===== src/design/polynomial_power_sum_evaluator_top_macros.svh =====
// assertion macros used by the term stage
`ifndef POLYNOMIAL_POWER_SUM_EVALUATOR_TOP_MACROS_SVH
`define POLYNOMIAL_POWER_SUM_EVALUATOR_TOP_MACROS_SVH

// condition holds in the same cycle
`define PPSE_ASSERT_NOW(label, clk, rst, cond, prop) \
  label: assert property (@(posedge clk) disable iff (rst) (cond) |-> (prop)) \
    else $error("ppse assertion failed");

// condition holds in the next cycle
`define PPSE_ASSERT_NEXT(label, clk, rst, cond, prop) \
  label: assert property (@(posedge clk) disable iff (rst) (cond) |=> (prop)) \
    else $error("ppse assertion failed");

`endif


===== src/design/ppse_pkg.sv =====
package ppse_pkg;

  localparam int MAX_DEGREE = 6;
  localparam int FRAC_BITS  = 16;
  localparam int NUM_COEFS  = MAX_DEGREE + 1;
  localparam int DATA_W     = 32;
  localparam int PROD_W     = 2 * DATA_W;
  localparam int ACC_W      = DATA_W + $clog2(NUM_COEFS + 1);
  localparam int DEG_W      = 3;
  localparam int TERM_W     = $clog2(NUM_COEFS);
  localparam int CFG_IDX_W  = $clog2(NUM_COEFS + 1);

  // register indexes
  localparam logic [CFG_IDX_W-1:0] REG_DEGREE    = CFG_IDX_W'(0);
  localparam logic [CFG_IDX_W-1:0] REG_COEF_BASE = CFG_IDX_W'(1);

  localparam logic signed [DATA_W-1:0] S_MAX = {1'b0, {(DATA_W-1){1'b1}}};
  localparam logic signed [DATA_W-1:0] S_MIN = {1'b1, {(DATA_W-1){1'b0}}};
  localparam logic signed [DATA_W-1:0] FX_ONE = DATA_W'(1) << FRAC_BITS;

  typedef struct packed {
    logic [DEG_W-1:0]                  degree_lim;
    logic [NUM_COEFS-1:0][DATA_W-1:0]  coef;
  } ppse_cfg_t;

  // running state handed from one term stage to the next
  typedef struct packed {
    logic signed [DATA_W-1:0] x;
    logic signed [DATA_W-1:0] power;
    logic signed [ACC_W-1:0]  acc;
    logic                     ovf;
  } ppse_carry_t;

  typedef struct packed {
    logic signed [DATA_W-1:0] v;
    logic                     sat;
  } ppse_fx_t;

  // floor shift of a full product back to the fixed-point format, then clamp
  function automatic ppse_fx_t fx_floor_sat(input logic signed [PROD_W-1:0] p);
    logic signed [PROD_W-1:0]   q;
    logic [PROD_W-DATA_W:0]     upper;
    ppse_fx_t                   r;
    q     = p >>> FRAC_BITS;
    upper = q[PROD_W-1:DATA_W-1];
    r.sat = !((&upper) || !(|upper));
    if (r.sat) begin
      r.v = q[PROD_W-1] ? S_MIN : S_MAX;
    end else begin
      r.v = q[DATA_W-1:0];
    end
    return r;
  endfunction

endpackage


===== src/design/ppse_result_if.sv =====
interface ppse_result_if import ppse_pkg::*; ();
  logic                     valid;
  logic                     ready;
  logic signed [DATA_W-1:0] value;
  logic                     overflow;

  modport source (output valid, output value, output overflow, input ready);
  modport sink   (input valid, input value, input overflow, output ready);
endinterface


===== src/design/ppse_out_sat.sv =====
module ppse_out_sat import ppse_pkg::*; (
  input  logic          clk,
  input  logic          rst,
  input  logic          in_valid,
  output logic          in_ready,
  input  ppse_carry_t   in_carry,
  ppse_result_if.source results
);

  logic [ACC_W-DATA_W:0]    upper;
  logic                     sum_sat;
  logic signed [DATA_W-1:0] sum_val;

  // final sum clamp to the fixed-point range
  always_comb begin
    upper   = in_carry.acc[ACC_W-1:DATA_W-1];
    sum_sat = !((&upper) || !(|upper));
    if (sum_sat) begin
      sum_val = in_carry.acc[ACC_W-1] ? S_MIN : S_MAX;
    end else begin
      sum_val = in_carry.acc[DATA_W-1:0];
    end
  end

  assign in_ready = !results.valid || results.ready;

  always_ff @(posedge clk) begin
    if (rst) begin
      results.valid <= 1'b0;
    end else if (in_ready) begin
      results.valid <= in_valid;
    end
  end

  always_ff @(posedge clk) begin
    if (in_ready && in_valid) begin
      results.value    <= sum_val;
      results.overflow <= in_carry.ovf | sum_sat;
    end
  end

endmodule


===== src/flat_wrapper.sv =====
// flat-port wrapper written by rule: the top's interface ports become plain ports
module ppse_out_sat_flat import ppse_pkg::*;
  (clk, rst, in_valid, in_ready, in_carry, results_valid, results_value, results_overflow, results_ready);
  ppse_result_if results_i ();
  input  logic clk;
  input  logic rst;
  input  logic in_valid;
  output logic in_ready;
  input  ppse_carry_t in_carry;
  output wire logic [$bits(results_i.valid)-1:0] results_valid;
  output wire logic [$bits(results_i.value)-1:0] results_value;
  output wire logic [$bits(results_i.overflow)-1:0] results_overflow;
  input wire logic [$bits(results_i.ready)-1:0] results_ready;
  assign results_valid = results_i.valid;
  assign results_value = results_i.value;
  assign results_overflow = results_i.overflow;
  assign results_i.ready = results_ready;
  ppse_out_sat u_core (.clk(clk), .rst(rst), .in_valid(in_valid), .in_ready(in_ready), .in_carry(in_carry), .results(results_i));
endmodule

===== config.mk =====
export PLATFORM = sky130hd
export DESIGN_NAME = ppse_out_sat_flat
export DESIGN_NICKNAME = d
export VERILOG_FILES = /design/src/design/polynomial_power_sum_evaluator_top_macros.svh /design/src/design/ppse_pkg.sv /design/src/design/ppse_result_if.sv /design/src/design/ppse_out_sat.sv /design/src/flat_wrapper.sv
export SDC_FILE = /design/constraint.sdc
export NUM_CORES = 1
export LEC_CHECK = 0
export BUFFER_PORTS_ARGS = -buffer_cell sky130_fd_sc_hd__buf_2
export CAP_MARGIN = 20
export CORE_ASPECT_RATIO = 0.6
export CORE_MARGIN = 2
export CORE_UTILIZATION = 39
export DETAILED_ROUTE_END_ITERATION = 7
export GPL_TIMING_DRIVEN = 0
export PLACE_DENSITY = 0.8
export SLEW_MARGIN = 10
export SYNTH_ARGS = -nofsm -noshare
export SYNTH_HDL_FRONTEND = slang
export SYNTH_SLANG_ARGS = --single-unit

===== constraint.sdc =====
create_clock -name clk -period 2.2 [get_ports clk]
set_clock_uncertainty 0.15 [all_clocks]
set_input_delay 0.33 -clock clk [delete_from_list [all_inputs] [get_ports clk]]
set_output_delay 0.33 -clock clk [all_outputs]
set_load 0.05 [all_outputs]

* After elaboration in Yosys (flattened, before gate mapping)
Cells that the tools add are included.
Word-level totals: flip-flop bits (word level) 34, input port bits 104, output and inout port bits 35, word-level logic and storage cells 14
Cells by class: multiplexer cells 2, bitwise logic cells 1, reductions and logical operators 8
Operators by type and width (count):
- two-way mux 32 bit | 2
- AND reduction 4 bit | 1
- OR reduction 4 bit | 1
- logical NOT 1 bit | 3
- logical OR 1 bit | 2
- logical AND 1 bit | 1
- bitwise OR 1 bit | 1

* Longest topological paths before layout
depth in word-level cells 5, gate-level depth with buffers 4, gate-level depth less buffers 2

* Least setup slack after synthesis
Ideal clock, no wire load.
path kind register to register, start point register u_core.results.valid, end point register u_core.results.overflow (enable), library setup time 0.393 ns, arrival 1.867 ns, data required time 1.657 ns, setup slack -0.210 ns, cell stages (with the launch flop) 3, path buffers 0, clock period less this slack 2.410 ns, cells stage by stage dfxtp_1 > nand2b_1 > and2_1
Between the ends: word-level cells in the longest chain between the ends 3
RTL lines:
- from (decl) | line ppse_result_if.sv:7 | modport source (output valid, output value, output overflow, input ready);
- from (signal assigned) | line ppse_out_sat.sv:31 | results.valid <= in_valid;
- logical NOT 1 bit | line ppse_out_sat.sv:25 | assign in_ready = !results.valid || results.ready;
- logical OR 1 bit | line ppse_out_sat.sv:25
- via in_ready | line flat_wrapper.sv:8 | output logic in_ready;
- logical AND 1 bit | line ppse_out_sat.sv:36 | if (in_ready && in_valid) begin
- to (signal assigned) | line ppse_out_sat.sv:38 | results.overflow <= in_carry.ovf | sum_sat;
- to (decl) | line ppse_result_if.sv:7
The timed path passes the listed nets, and every way through them passes these cells. A chain may end at the register's enable or synchronous reset.

* Worst setup path after layout
start point register u_core.results.valid, end point register u_core.results.value[2] (enable)
Between the ends: word-level cells in the longest chain between the ends 3
RTL lines:
- logical NOT 1 bit | line ppse_out_sat.sv:25
- logical OR 1 bit | line ppse_out_sat.sv:25
- logical AND 1 bit | line ppse_out_sat.sv:36
- to (signal assigned) | line ppse_out_sat.sv:37 | results.value <= sum_val;
- to (decl) | line ppse_result_if.sv:7
Every way passes these cells.

==> results.ini <==
[status]
status=finished, final reports clean

[worst_setup_path]
reg2reg_from=u_core.results.valid$_SDFFE_PP0P_
reg2reg_slack_ps=580
cp-end-kind=flip-flop
cp.required_ps=1960
startpoint_type=flip-flop
criticalPathCategory=reg2reg
arrival_ps=1380
reg2regPathDepth=2
crit_fanout=33
r2r-end=u_core.results.value[2]$_DFFE_PP_
crit_start=u_core.results.valid$_SDFFE_PP0P_

[logic_synthesis]
ys_seq_area_share_pct=58.1
synth_top_area_share_pct=56.9
yosysWarnings=0
synthesis.nets=261
synth-seq-cells=34
synth_area_leaders=edfxtp_1 57%, a21boi_0 13%, nor4_1 11%
syn_inst=157
synth_area_um2=1740
ys_types=16
synth_top_cell_by_area=edfxtp_1
avgSynthCellArea_um2=11.1

[floorplan]
die-height_um=55.7
rows=18
die_area_um2=5030
die_w_um=90.2
io-pin-count=139
initial_core_util_pct=41.5
core_um2=4190

[finish]
areaGrowthSynthToFinish_pct=31.1
final_common_cell=buf_2
nNetsFinal=339
drive_gt1_share_pct=36.9
diodes=0
post-route-util_pct=54.5
layout_common_cells=77 x buf_2, 33 x edfxtp_1, 31 x nor4_1, 31 x nor3_1, 29 x a21boi_0

[clock_network]
cts-buffers-inserted=5
ctsLongestPathBuffers=2
cts_setup_buffers=0
cts_resized=0
cts_root_buf=clkbuf_8
clkSinkCount=34
clk_latency_ps=280
cts.clk_slew.worst_paths_ps=70
cts_max_level=2
ctsHoldBuffers=0
cts_tree=built

[global_routing]
antenna_found_initial=0
gr-total-overflow=0
grt_pass1_wl_um=7290
grt.total_usage_pct=18.5
grt_pass1_vias=1471
grt_max_degree=34

[sta]
period_minus_slack_ps=1620
slew_viol_final=0
rsz0062_at_grt=no
max_slew.worst_pin.slew_ps=786
tns_ps=0
finalHoldViolations=0
setup_violations=0
min_period_over_period_pct=73.7
slew_headroom_pct=47.6
max_freq_mhz=617

[detailed_routing]
drt-pass1-iter-count=4
drc_errors=0
drtIter0Drc=86
antenna_left=0
totalWireLength_um=4430
wl_per_cell_um=15.0
vias_per_cell=5.37
vias=1590

[hold_path]
hold_end=u_core.results.valid$_SDFFE_PP0P_
hold_depth=2
hp-start=rst
hp-class=in2reg

[place]
gp_congestion=0.792
dp_hpwl_um=3070
io_buffers=71

[power_and_ir_drop]
cellPowerDensity_nw_per_um2=758
max-vdd-ir-drop_mv=0.357
p_leak_nw=0.867
total_power_w=0.00173

[flow_run]
drv_cap=0

-- cells in the mapped netlist --
cell       n
nor3_1    31
a21oi_1    1
nand2b_1   1
a21boi_0  29
a21o_1     1
edfxtp_1  33
dfxtp_1    1
inv_1      1
a21boi_1   3
nor4_1    31
and2_1     1
buf_2      6
buf_6      1
or4_1      1
clkbuf_1  15
nand4_1    1
-- power by group --
group | internal (W) | switching [W]
registers | 0.000772 | 0.0000114
logic | 0.000106 | 0.000299
clock network | 0.000316 | 0.000226
-- worst max-delay path, cell delays in order (launching register included) --
cell and delay, ps:
dfxtp_1 310, nand2b_1 100, and2_2 680
-- flip-flops by register name, indices dropped and copies added, names as in the netlist --
| signal | cells |
|---|---|
| u_core.results.value | 32 |
| u_core.results.overflow | 1 |
| u_core.results.valid | 1 |
-- final cells by class --
cell class | count | area, um2
Buffer | 22 | 97.6
Timing Repair Buffer | 71 | 355
Clock buffer | 8 | 110
Fill cell | 409 | 1910
Inverter | 1 | 3.75
Tap cell | 60 | 75.1
Sequential cell | 34 | 1010
Multi-Input combinational cell | 100 | 629
-- per-stage QoR --
| stage | hold slack, ps | cell area [um2] | setup WS, ps | cells |
|---|---|---|---|---|
| after floorplan | 249 | 1740 | 114 | 157 |
| after global placement | 335 | 2170 | 480 | 288 |
| after detailed placement | 338 | 2170 | 428 | 288 |
| after CTS | 31.5 | 2280 | 556 | 296 |
| after global routing | 47.0 | 2280 | 475 | 296 |
| final | 39.2 | 2280 | 578 | 296 |
-- per-layer routing --
layer	GRT usage (%)	share of wire, %	wire, um
met5	0	0	0
met4	4.62	0.18	8
met3	5.69	8.8	389
met2	27.8	46	2020
met1	26.1	45	2020
-- how the worst max path moves through the flow --
stage	to	slack (ps)
after global placement	u_core.results.value[23]$_DFFE_PP_	480
after CTS	u_core.results.overflow$_DFFE_PP_	560
after global routing	u_core.results.value[15]$_DFFE_PP_	470
after detailed placement	u_core.results.value[23]$_DFFE_PP_	430
final	u_core.results.value[2]$_DFFE_PP_	580
after floorplan	u_core.results.overflow$_DFFE_PP_	110
-- logic make-up (layout without fill, tap and decap cells) --
logic type	Yosys count	after routing	share of synthesized area [%]
simple gates	66	66	21.6
compound gates	34	34	14.5
flops	34	34	58.1
buf+inv	23	102	5.82
No activity file was read; power rests on OpenSTA's default activity.
