`src/design/polynomial_power_sum_evaluator_top_macros.svh`:
```
// assertion macros used by the term stage
`ifndef POLYNOMIAL_POWER_SUM_EVALUATOR_TOP_MACROS_SVH
`define POLYNOMIAL_POWER_SUM_EVALUATOR_TOP_MACROS_SVH

// condition holds in the same cycle
`define PPSE_ASSERT_NOW(label, clk, rst, cond, prop) \
  label: assert property (@(posedge clk) disable iff (rst) (cond) |-> (prop)) \
    else $error("ppse assertion failed");

// condition holds in the next cycle
`define PPSE_ASSERT_NEXT(label, clk, rst, cond, prop) \
  label: assert property (@(posedge clk) disable iff (rst) (cond) |=> (prop)) \
    else $error("ppse assertion failed");

`endif

```
`src/design/ppse_pkg.sv`:
```
package ppse_pkg;

  localparam int MAX_DEGREE = 6;
  localparam int FRAC_BITS  = 16;
  localparam int NUM_COEFS  = MAX_DEGREE + 1;
  localparam int DATA_W     = 32;
  localparam int PROD_W     = 2 * DATA_W;
  localparam int ACC_W      = DATA_W + $clog2(NUM_COEFS + 1);
  localparam int DEG_W      = 3;
  localparam int TERM_W     = $clog2(NUM_COEFS);
  localparam int CFG_IDX_W  = $clog2(NUM_COEFS + 1);

  // register indexes
  localparam logic [CFG_IDX_W-1:0] REG_DEGREE    = CFG_IDX_W'(0);
  localparam logic [CFG_IDX_W-1:0] REG_COEF_BASE = CFG_IDX_W'(1);

  localparam logic signed [DATA_W-1:0] S_MAX = {1'b0, {(DATA_W-1){1'b1}}};
  localparam logic signed [DATA_W-1:0] S_MIN = {1'b1, {(DATA_W-1){1'b0}}};
  localparam logic signed [DATA_W-1:0] FX_ONE = DATA_W'(1) << FRAC_BITS;

  typedef struct packed {
    logic [DEG_W-1:0]                  degree_lim;
    logic [NUM_COEFS-1:0][DATA_W-1:0]  coef;
  } ppse_cfg_t;

  // running state handed from one term stage to the next
  typedef struct packed {
    logic signed [DATA_W-1:0] x;
    logic signed [DATA_W-1:0] power;
    logic signed [ACC_W-1:0]  acc;
    logic                     ovf;
  } ppse_carry_t;

  typedef struct packed {
    logic signed [DATA_W-1:0] v;
    logic                     sat;
  } ppse_fx_t;

  // floor shift of a full product back to the fixed-point format, then clamp
  function automatic ppse_fx_t fx_floor_sat(input logic signed [PROD_W-1:0] p);
    logic signed [PROD_W-1:0]   q;
    logic [PROD_W-DATA_W:0]     upper;
    ppse_fx_t                   r;
    q     = p >>> FRAC_BITS;
    upper = q[PROD_W-1:DATA_W-1];
    r.sat = !((&upper) || !(|upper));
    if (r.sat) begin
      r.v = q[PROD_W-1] ? S_MIN : S_MAX;
    end else begin
      r.v = q[DATA_W-1:0];
    end
    return r;
  endfunction

endpackage

```
`src/design/ppse_cfg_regs.sv`:
```
module ppse_cfg_regs import ppse_pkg::*; (
  input  logic                 clk,
  input  logic                 rst,
  input  logic                 wr_en,
  input  logic [CFG_IDX_W-1:0] wr_index,
  input  logic [DATA_W-1:0]    wr_data,
  output ppse_cfg_t            cfg
);

  logic [DEG_W-1:0]                 degree;
  logic [NUM_COEFS-1:0][DATA_W-1:0] coef;
  logic [CFG_IDX_W-1:0]             coef_sel;

  assign coef_sel = wr_index - REG_COEF_BASE;

  always_ff @(posedge clk) begin
    if (rst) begin
      degree <= '0;
      coef   <= '0;
    end else if (wr_en) begin
      if (wr_index == REG_DEGREE) begin
        degree <= wr_data[DEG_W-1:0];
      end else if (coef_sel < CFG_IDX_W'(NUM_COEFS)) begin
        coef[coef_sel[TERM_W-1:0]] <= wr_data;
      end
    end
  end

  // degree beyond the built terms counts as the top degree
  always_comb begin
    cfg.degree_lim = (degree > DEG_W'(MAX_DEGREE)) ? DEG_W'(MAX_DEGREE) : degree;
    cfg.coef       = coef;
  end

endmodule

```
`config.mk`:
```
export PLATFORM = sky130hd
export DESIGN_NAME = ppse_cfg_regs
export DESIGN_NICKNAME = d
export VERILOG_FILES = /design/src/design/polynomial_power_sum_evaluator_top_macros.svh /design/src/design/ppse_pkg.sv /design/src/design/ppse_cfg_regs.sv
export SDC_FILE = /design/constraint.sdc
export NUM_CORES = 1
export LEC_CHECK = 0
export BUFFER_PORTS_ARGS = -buffer_cell sky130_fd_sc_hd__buf_2
export CAP_MARGIN = 5
export CORE_MARGIN = 10
export CORE_UTILIZATION = 55
export CTS_CLUSTER_DIAMETER = 120
export DETAILED_ROUTE_END_ITERATION = 7
export PLACE_DENSITY = 0.89
export RECOVER_POWER = 25
export SLEW_MARGIN = 20
export SYNTH_ARGS = -nofsm -noshare
export SYNTH_HDL_FRONTEND = slang
export SYNTH_SLANG_ARGS = --single-unit
```
`constraint.sdc`:
```
create_clock -name clk -period 4.7 [get_ports clk]
set_input_delay 0.94 -clock clk [delete_from_list [all_inputs] [get_ports clk]]
set_output_delay 0.94 -clock clk [all_outputs]
set_load 0.01 [all_outputs]
```
Word-level counts from Yosys, hierarchy flattened. Index checks and enable logic that the tools add are counted.

Bits of input ports: 38. Output and inout bits: 227. Flip-flop bits (word level): 227. Word-level logic and storage cells: 22.

$lt $le $gt $ge: 4. Bitwise logic cells: 1. $add $sub $neg: 1. Muxes and demuxes: 4. Reductions and logical operators: 4.

Operators with widths (count): $bwmux W224 (1); $demux W32 S3 (1); $mux W32 (1); $lt A3 B4 Y1 const B (1); $ge A3 B1 Y1 const B (1); $gt A3 B3 Y1 const B (1); $logic_not A3 Y1 (1); $lt A3 B3 Y1 const B (1); $mux W3 (1); $reduce_and A3 Y1 (1); $sub A3 B1 Y3 const B (1); $reduce_and A2 Y1 (1); $logic_and A1 B1 Y1 (1); $not A1 Y1 (1).

Depth between registers and ports, before layout. Gate-level depths: netlist of the first run.

Depth after elaboration: 6. Depth in mapped cells: 7. Depth with buffers taken out: 5.

Least setup slack after synthesis of the first run. Ideal clock, no wire load.

Path type: input -> register. Start point: input wr_index[0]. End point: register coef, in the netlist cfg[33]. Stages on the path: 6. Required time: 4628 ps. Path buffers: 1. Data arrival time: 2163 ps. Path slack: 2465 ps. Library setup time: 72 ps. Cells stage by stage: inv_1 -> ha_1 -> nor3_4 -> o21a_1 -> buf_4 -> mux2i_1.

Cells in the longest elaborated chain, start to end: 6. Elaborated cells on any way between the ends: 11. Those cells by class: add/sub (1); order compare (3); mux (3); bitwise (1); reduce/logical (3).

Ends and longest elaborated chain: start, declared (line ppse_cfg_regs.sv:5) `input logic [CFG_IDX_W-1:0] wr_index,`; $sub A3 B1 Y3 (line ppse_cfg_regs.sv:14) `assign coef_sel = wr_index - REG_COEF_BASE;`; $lt A3 B4 Y1 (not written as such) / $ge A3 B1 Y1 (equally long branches) (line ppse_cfg_regs.sv:24) `coef[coef_sel[TERM_W-1:0]] <= wr_data;`; $logic_and A1 B1 Y1 (not written as such) (line ppse_cfg_regs.sv:24); $mux W32 (not written as such) (line ppse_cfg_regs.sv:24); $demux W32 S3 (line ppse_cfg_regs.sv:24); $bwmux W224 (line ppse_cfg_regs.sv:24); end signal, assigned by index (line ppse_cfg_regs.sv:24); end, declared (line ppse_cfg_regs.sv:11) `logic [NUM_COEFS-1:0][DATA_W-1:0] coef;`.

Several ways; a longest one is shown, not always the timed one. A chain may end at the register's enable or synchronous reset.

Worst setup path after layout of the first run.
Start point: input wr_index[0]. End point: register coef, in the netlist cfg[119].

Same word-level chain as after synthesis.

==> results of run 1 <==
==> metal layers <==
| layer | vias to the layer above | part of all wire [%] | global-route usage, % |
|---|---|---|---|
| li1 | 3106 | - | - |
| met1 | 3101 | 43 | 25.6 |
| met2 | 214 | 47 | 35.5 |
| met3 | 35 | 8.2 | 7.40 |
| met4 | 0 | 1.6 | 4.46 |
| met5 | - | 0 | 0 |
==> flip-flops by register name (all words and copies together) (netlist names) <==
name / flops
degree: 3
cfg: 224
==> cells in the final DEF, fill, tap and decap left out <==
cell type,count
nor2b_1,1
nor3_4,1
clkinvlp_4,2
inv_1,2
a21boi_0,1
o21a_1,2
clkbuf_16,23
mux2i_1,227
clkbuf_1,117
and2_1,1
clkinv_2,5
buf_4,11
clkbuf_8,4
ha_1,2
bufinv_16,1
nor3b_2,1
o21ai_1,1
and3_1,1
buf_2,152
nor2_1,3
o21ai_4,6
and3b_1,2
dfxtp_1,227
nand3b_1,1
buf_12,1
nor3b_1,1
nand2b_1,256
==> kinds of logic after synthesis <==
kind of cell,Yosys count
AND/OR/NAND/NOR,268
multiplexers,227
flip-flops,227
buffers and inverters,55
AO/OA/AOI/OAI,10
adder cells (fa/ha/maj),2
==> metrics by stage <==
step	total power, mW	std cells
final	4.05	1268
after global routing	4.18	1268
after CTS	4.08	1268
after detailed placement	2.34	1227
after global placement	2.33	1227
after floorplan	2.22	789
==> power breakdown <==
| group | switching, mW | total, mW | leakage (nW) | internal [mW] |
|---|---|---|---|---|
| clock network | 0.740 | 1.76 | 0.353 | 1.02 |
| logic | 0.168 | 0.293 | 3.37 | 0.125 |
| registers | 0.0263 | 1.99 | 1.84 | 1.97 |
| total | 0.934 | 4.05 | 5.56 | 3.11 |
==> final cells by class <==
cell class | instances | share of cell area, %
timing repair buffer | 275 | 11.7
inverter | 2 | 0.0686
sequential | 227 | 41.5
clock buffer | 33 | 5.97
tap | 216 | 2.47
multi-input combinational | 507 | 37.6
clock inverter | 8 | 0.640
==> worst max-delay path, cell delays in order <==
cell and delay [ns]:
clkbuf_1 0.17, inv_1 0.09, ha_1 0.27, and2_1 0.28, o21ai_4 0.70, buf_4 0.46
mux2i_1 0.24
==> worst paths after layout <==
check,to,slack [ns],from,cells after the start
worst min register to register,cfg[46],0.47,cfg[46],2
worst max register to register,cfg[154],4.01,cfg[154],2
worst max-delay path,cfg[119],1.94,wr_index[0],7
worst min-delay path,cfg[46],0.47,cfg[46],2
==> results.md, run 1 <==
- Storage cell area: 0.00454 mm2
- Worst EP arrival: 3.17 ns
- Initial antenna violation count: 0
- Mapped Area: approximately 0.009 mm2
- RSZ-0062 raised after global routing: false
- GRT overflow: 0
- Row count: between 40 and 50
- WS Path Type: in2reg
- Synth warnings: 0
- Io pins: about 270
- Clock sink count: 227
- Post-route worst setup slack: slightly below 2 ns
- Area contributors post-synth: dfxtp_1 51%, mux2i_1 25%, nand2b_1 18%
- Vias in the first global route: between 6000 and 7000
- Placer Congestion: roughly 0.77
- Outcome: complete, no violations
- Die Footprint: ~0.022 mm2
- Post-route DRC: 0
- Post-layout util: 68.9%
- Multi-input logic area: 0.00412 mm2
- Pre-antenna DRT Iters: 4
- Antenna diodes: 0
- Placement Cell Area: ~0.010 mm2
- Largest net degree at the start of global routing: about 140
- Clock Tree Buf Depth: 3
- GRT Total Usage: around a fifth
- Fmax: 0.363 GHz
- Post-DP HPWL: ~17000 um
- Core area: between 0.015 and 0.02 mm2
- Die X-Extent: between 100 and 150 um
- Layout area overhead: 22.7%
- Crit Path Max Fanout: 18
- Port buffer count: ~260
- Placement Setup Slack: 1.53 ns
- Syn_nets: around 830
- Fin Clk Skew: 0 ns
- Simple-gate share of the synthesized area: between 10% and 20%
- Fin. max-slew vios: 0
- Filler cells: between 1000 and 1500
- Mean area per synthesized cell: 11.3 um2
- Yosys cell types: 21
- XOR/XNOR Fraction of Synth Area: 0%
- Synth Instances: 789
- Startpoint types: input port
- Worst vdd ir: 0.255 mV
- Setup_tns: 0 ns
- Synth Flop Type: dfxtp_1
- Post-synth EDFFs: 0
- Initial DRC Count: between 200 and 300
- Via/cell ratio: slightly above 5
- Clk slew on worst S/H paths: around 0.060 ns
- CTS buffer count: 23
- Hold Vio Cnt, Final: 0
- Post-route cell area: roughly 0.011 mm2
- Final worst path period share: between 50% and 60%
- WHS: roughly 0.47 ns
- Count of final setup violators: 0
- Worst-Margin Slew: between 1 and 1.5 ns
- Synth Area in Compound Gates: under 10%
- Share of cells above drive strength 1: about a fifth
- Slew HR: between 20% and 30%
- Largest family of logic cells by synthesized area: multiplexers
- H-Tree Depth: 1
- Worst hold path type: reg2reg
- Pleak: 5.56 nW
- Multiplexer share of the synthesized area: roughly 25%
- Setup bufs post-CTS: 0
- Detail Route Antenna Nets: 0
- Final Routed Wirelength: about 24000 um
- Power Density: roughly 370 mW/mm2
- First-pass GRT wire length: about 38000 um
- Initial Util: 56.1%
- Synth area leader: dfxtp_1
- Post-Synth Adder-Cell Area: 0.281%
- Clock root cell: clkbuf_16
- Crit path capture type: register
- Die H: between 100 and 150 um
- Wire length per cell: 19.1 um
- TritonCTS clock tree: yes
- Post-synth ARST share: 0%
- DR vias: about 6500
- Fin crit period: about 2.8 ns
- Post-cts sizing count: 0
- Synth top area share: 51.0%
- WP data required: about 5 ns
- Nets@finish: roughly 1100
- Hold-fix buffers, CTS: 0
- Max Cap Viol: 0
- Post-synth top cells: 256 x nand2b_1, 227 x dfxtp_1, 227 x mux2i_1
- Most frequent cell after synthesis: nand2b_1
- Yosys reg bits: 227
- Worst-Skew Late Latency: between 0.4 and 0.5 ns
- Register area share after synthesis: 51.0%
Note: power is estimated with default switching activity, not from simulation.
==> run 2, diff against run 1 <==
- ABC_AREA: default -> 1
- CORE_UTILIZATION: 55 -> 51
- PLACE_DENSITY: 0.89 -> 0.84
- clock period: 4.7 -> 2.75 ns (I/O delays scaled with it)
==> results.md, run 2 <==
- H-Tree Depth: 1
- Hold-fix buffers, CTS: 0
- Synth area leader: dfxtp_1
- Io pins: about 270
- Synth warnings: 0
- Yosys cell types: 18
- Post-synth ARST share: 0%
- Simple-gate share of the synthesized area: between 40% and 50%
- Syn_nets: 1301
- Largest net degree at the start of global routing: 65
- Clock Tree Buf Depth: 3
- Commonest cells after routing, fill and taps aside: 452 x nand2_1, 448 x nor2_1, 227 x dfxtp_1
- Storage cell area: around 0.0045 mm2
- CTS buffer count: 23
- WP data required: around 3.1 ns
- Mapped Area: around 0.0087 mm2
- Largest register FFs: about 220
- WS Path Type: in2reg
- GRT Total Usage: 21.8%
- Placer Congestion: between 0.8 and 0.9
- Multi-input logic area: 0.00363 mm2
- Port buffer count: about 260
- Post-layout util: between 60% and 70%
- Post-Synth Adder-Cell Area: 0.287%
- Die H: between 150 and 200 um
- Post-route cell area: between 0.01 and 0.015 mm2
- Detail Route Antenna Nets: 0
- Fin crit period: around 2.0 ns
- Crit path capture type: register
- Post-cts sizing count: 0
- Count of final setup violators: 0
- Max Cap Viol: 0
- Die Footprint: 0.0227 mm2
- Fin Clk Skew: 0 ns
- Mean area per synthesized cell: 6.91 um2
- Initial DRC Count: 559
- Slew HR: 20.5%
- First-pass GRT wire length: approximately 41000 um
- Most frequent cell after synthesis: nand2_1
- Synth Area in Compound Gates: less than 1%
- Area contributors post-synth: dfxtp_1 52%, nand2_1 19%, nor2_1 19%
- Share of cells above drive strength 1: 14.7%
- GRT overflow: 0
- Wire length per cell: about 15 um
- Worst EP arrival: 2.38 ns
- Fin. max-slew vios: 0
- Row count: between 40 and 50
- Register area share after synthesis: a little over half
- Worst-Skew Late Latency: 0.49 ns
- Post-DP HPWL: about 18000 um
- Layout area overhead: 22.4%
- Worst-Margin Slew: between 1 and 1.5 ns
- TritonCTS clock tree: yes
- Outcome: complete, no violations
- Synth Instances: about 1300
- Initial Util: approximately 52%
- Filler cells: approximately 1500
- Post-synth top cells: 452 x nand2_1, 448 x nor2_1, 227 x dfxtp_1
- Antenna diodes: 0
- Clk slew on worst S/H paths: 0.06 ns
- Pre-antenna DRT Iters: 5
- Final Routed Wirelength: between 20000 and 30000 um
- Die X-Extent: 151 um
- Startpoint types: input port
- Via/cell ratio: between 4 and 5
- Worst vdd ir: roughly 0.53 mV
- Clock root cell: clkbuf_16
- Critical-path cell list: clkbuf_1 > clkinvlp_4 > buf_12 > nand2_1 > nor2_1
- Hold Vio Cnt, Final: 0
- Fmax: around 0.50 GHz
- Slowest cell on crit path: clkinvlp_4
- XOR/XNOR Fraction of Synth Area: 0%
- Post-route DRC: 0
- Nets@finish: ~1500
- Power Density: between 600 and 700 mW/mm2
- Setup_tns: 0 ns
- Pleak: between 5 and 6 nW
- Initial antenna violation count: 0
- Crit Path Max Fanout: 61
- RSZ-0062 raised after global routing: false
- Vias in the first global route: just over 8000
- Clock sink count: roughly 230
- DR vias: 8308
- Setup bufs post-CTS: 0
- Final worst path period share: 72.5%
- Synth Flop Type: dfxtp_1
- Synth top area share: a little over half
- Placement Cell Area: 0.0101 mm2
- Largest family of logic cells by synthesized area: simple AND/OR/NAND/NOR gates
- Multiplexer share of the synthesized area: 0%
- Worst hold path type: in2reg
- Post-synth EDFFs: 0
- Yosys reg bits: around 230
- Core area: 0.0166 mm2
- Max stage delay on crit path: roughly 0.93 ns
- Most common cell after layout, fill and taps aside: nand2_1
==> run 2: cell types whose count changed after synthesis, sizes merged, moves of 2 or more <==
cell	delta
nand2	+453
nor2	+452
nand2b	-256
mux2i	-227
buf	+41
inv	+39
clkbuf	-25
nand3	+7
a21oi	+4
o21ai	-4
and3b	-2
nor3b	-2
o21a	-2
==> run 2: worst paths after layout <==
path / slack [ns] / depth (start not counted) / to / from
setup reg to reg: 2.12 / 2 / cfg[99] / cfg[99]
hold / removal: 0.35 / 3 / degree[2] / wr_data[2]
setup / recovery: 0.76 / 5 / cfg[205] / rst
hold reg to reg: 0.47 / 2 / degree[0] / degree[0]
==> run 2: where the power goes <==
group | switching, mW | internal, mW | leakage, nW
clock | 1.24 | 1.65 | 0.337
combinational | 0.530 | 0.274 | 2.90
sequential | 0.0805 | 3.44 | 1.84
total | 1.85 | 5.36 | 5.08
==> run 2: layout make-up <==
type                            count  area share (%)
Clock buffer                       35            6.19
Clock inverter                      5           0.258
Sequential cell                   227            42.6
Timing Repair Buffer              281            12.9
Multi-Input combinational cell    924            34.0
Tap cell                          220            2.58
Inverter                           41            1.48
==> run 2: stage by stage <==
stage / setup slack (ns) / std cells / hold slack (ns) / total power [mW]
after floorplan: 0.922 / 1261 / 0.430 / 4.09
after global placement: 0.499 / 1693 / 0.445 / 4.38
after detailed placement: 0.444 / 1693 / 0.456 / 4.40
after CTS: 0.948 / 1733 / 0.342 / 7.27
after global routing: 0.655 / 1733 / 0.384 / 7.49
final: 0.757 / 1733 / 0.352 / 7.21
==> run 2: kinds of logic (layout without fill, tap and decap cells) <==
group	Yosys count	in the layout
flip-flops	227	227
buffers and inverters	110	362
AND/OR/NAND/NOR	915	915
AO/OA/AOI/OAI	7	7
adder cells (fa/ha/maj)	2	2
==> run 2: worst max-delay path: cells and delay by family <==
family	cells	cell delay [ns]
and+or+nand+nor	2	0.17
buffers and inverters	3	1.60
==> run 2: metal layers <==
metal	vias up	GRT usage (%)	share of wire [%]
li1	4194	-	-
met1	3719	24.5	38
met2	332	37.3	47
met3	63	7.62	11
met4	0	8.28	3.4
met5	-	0	0
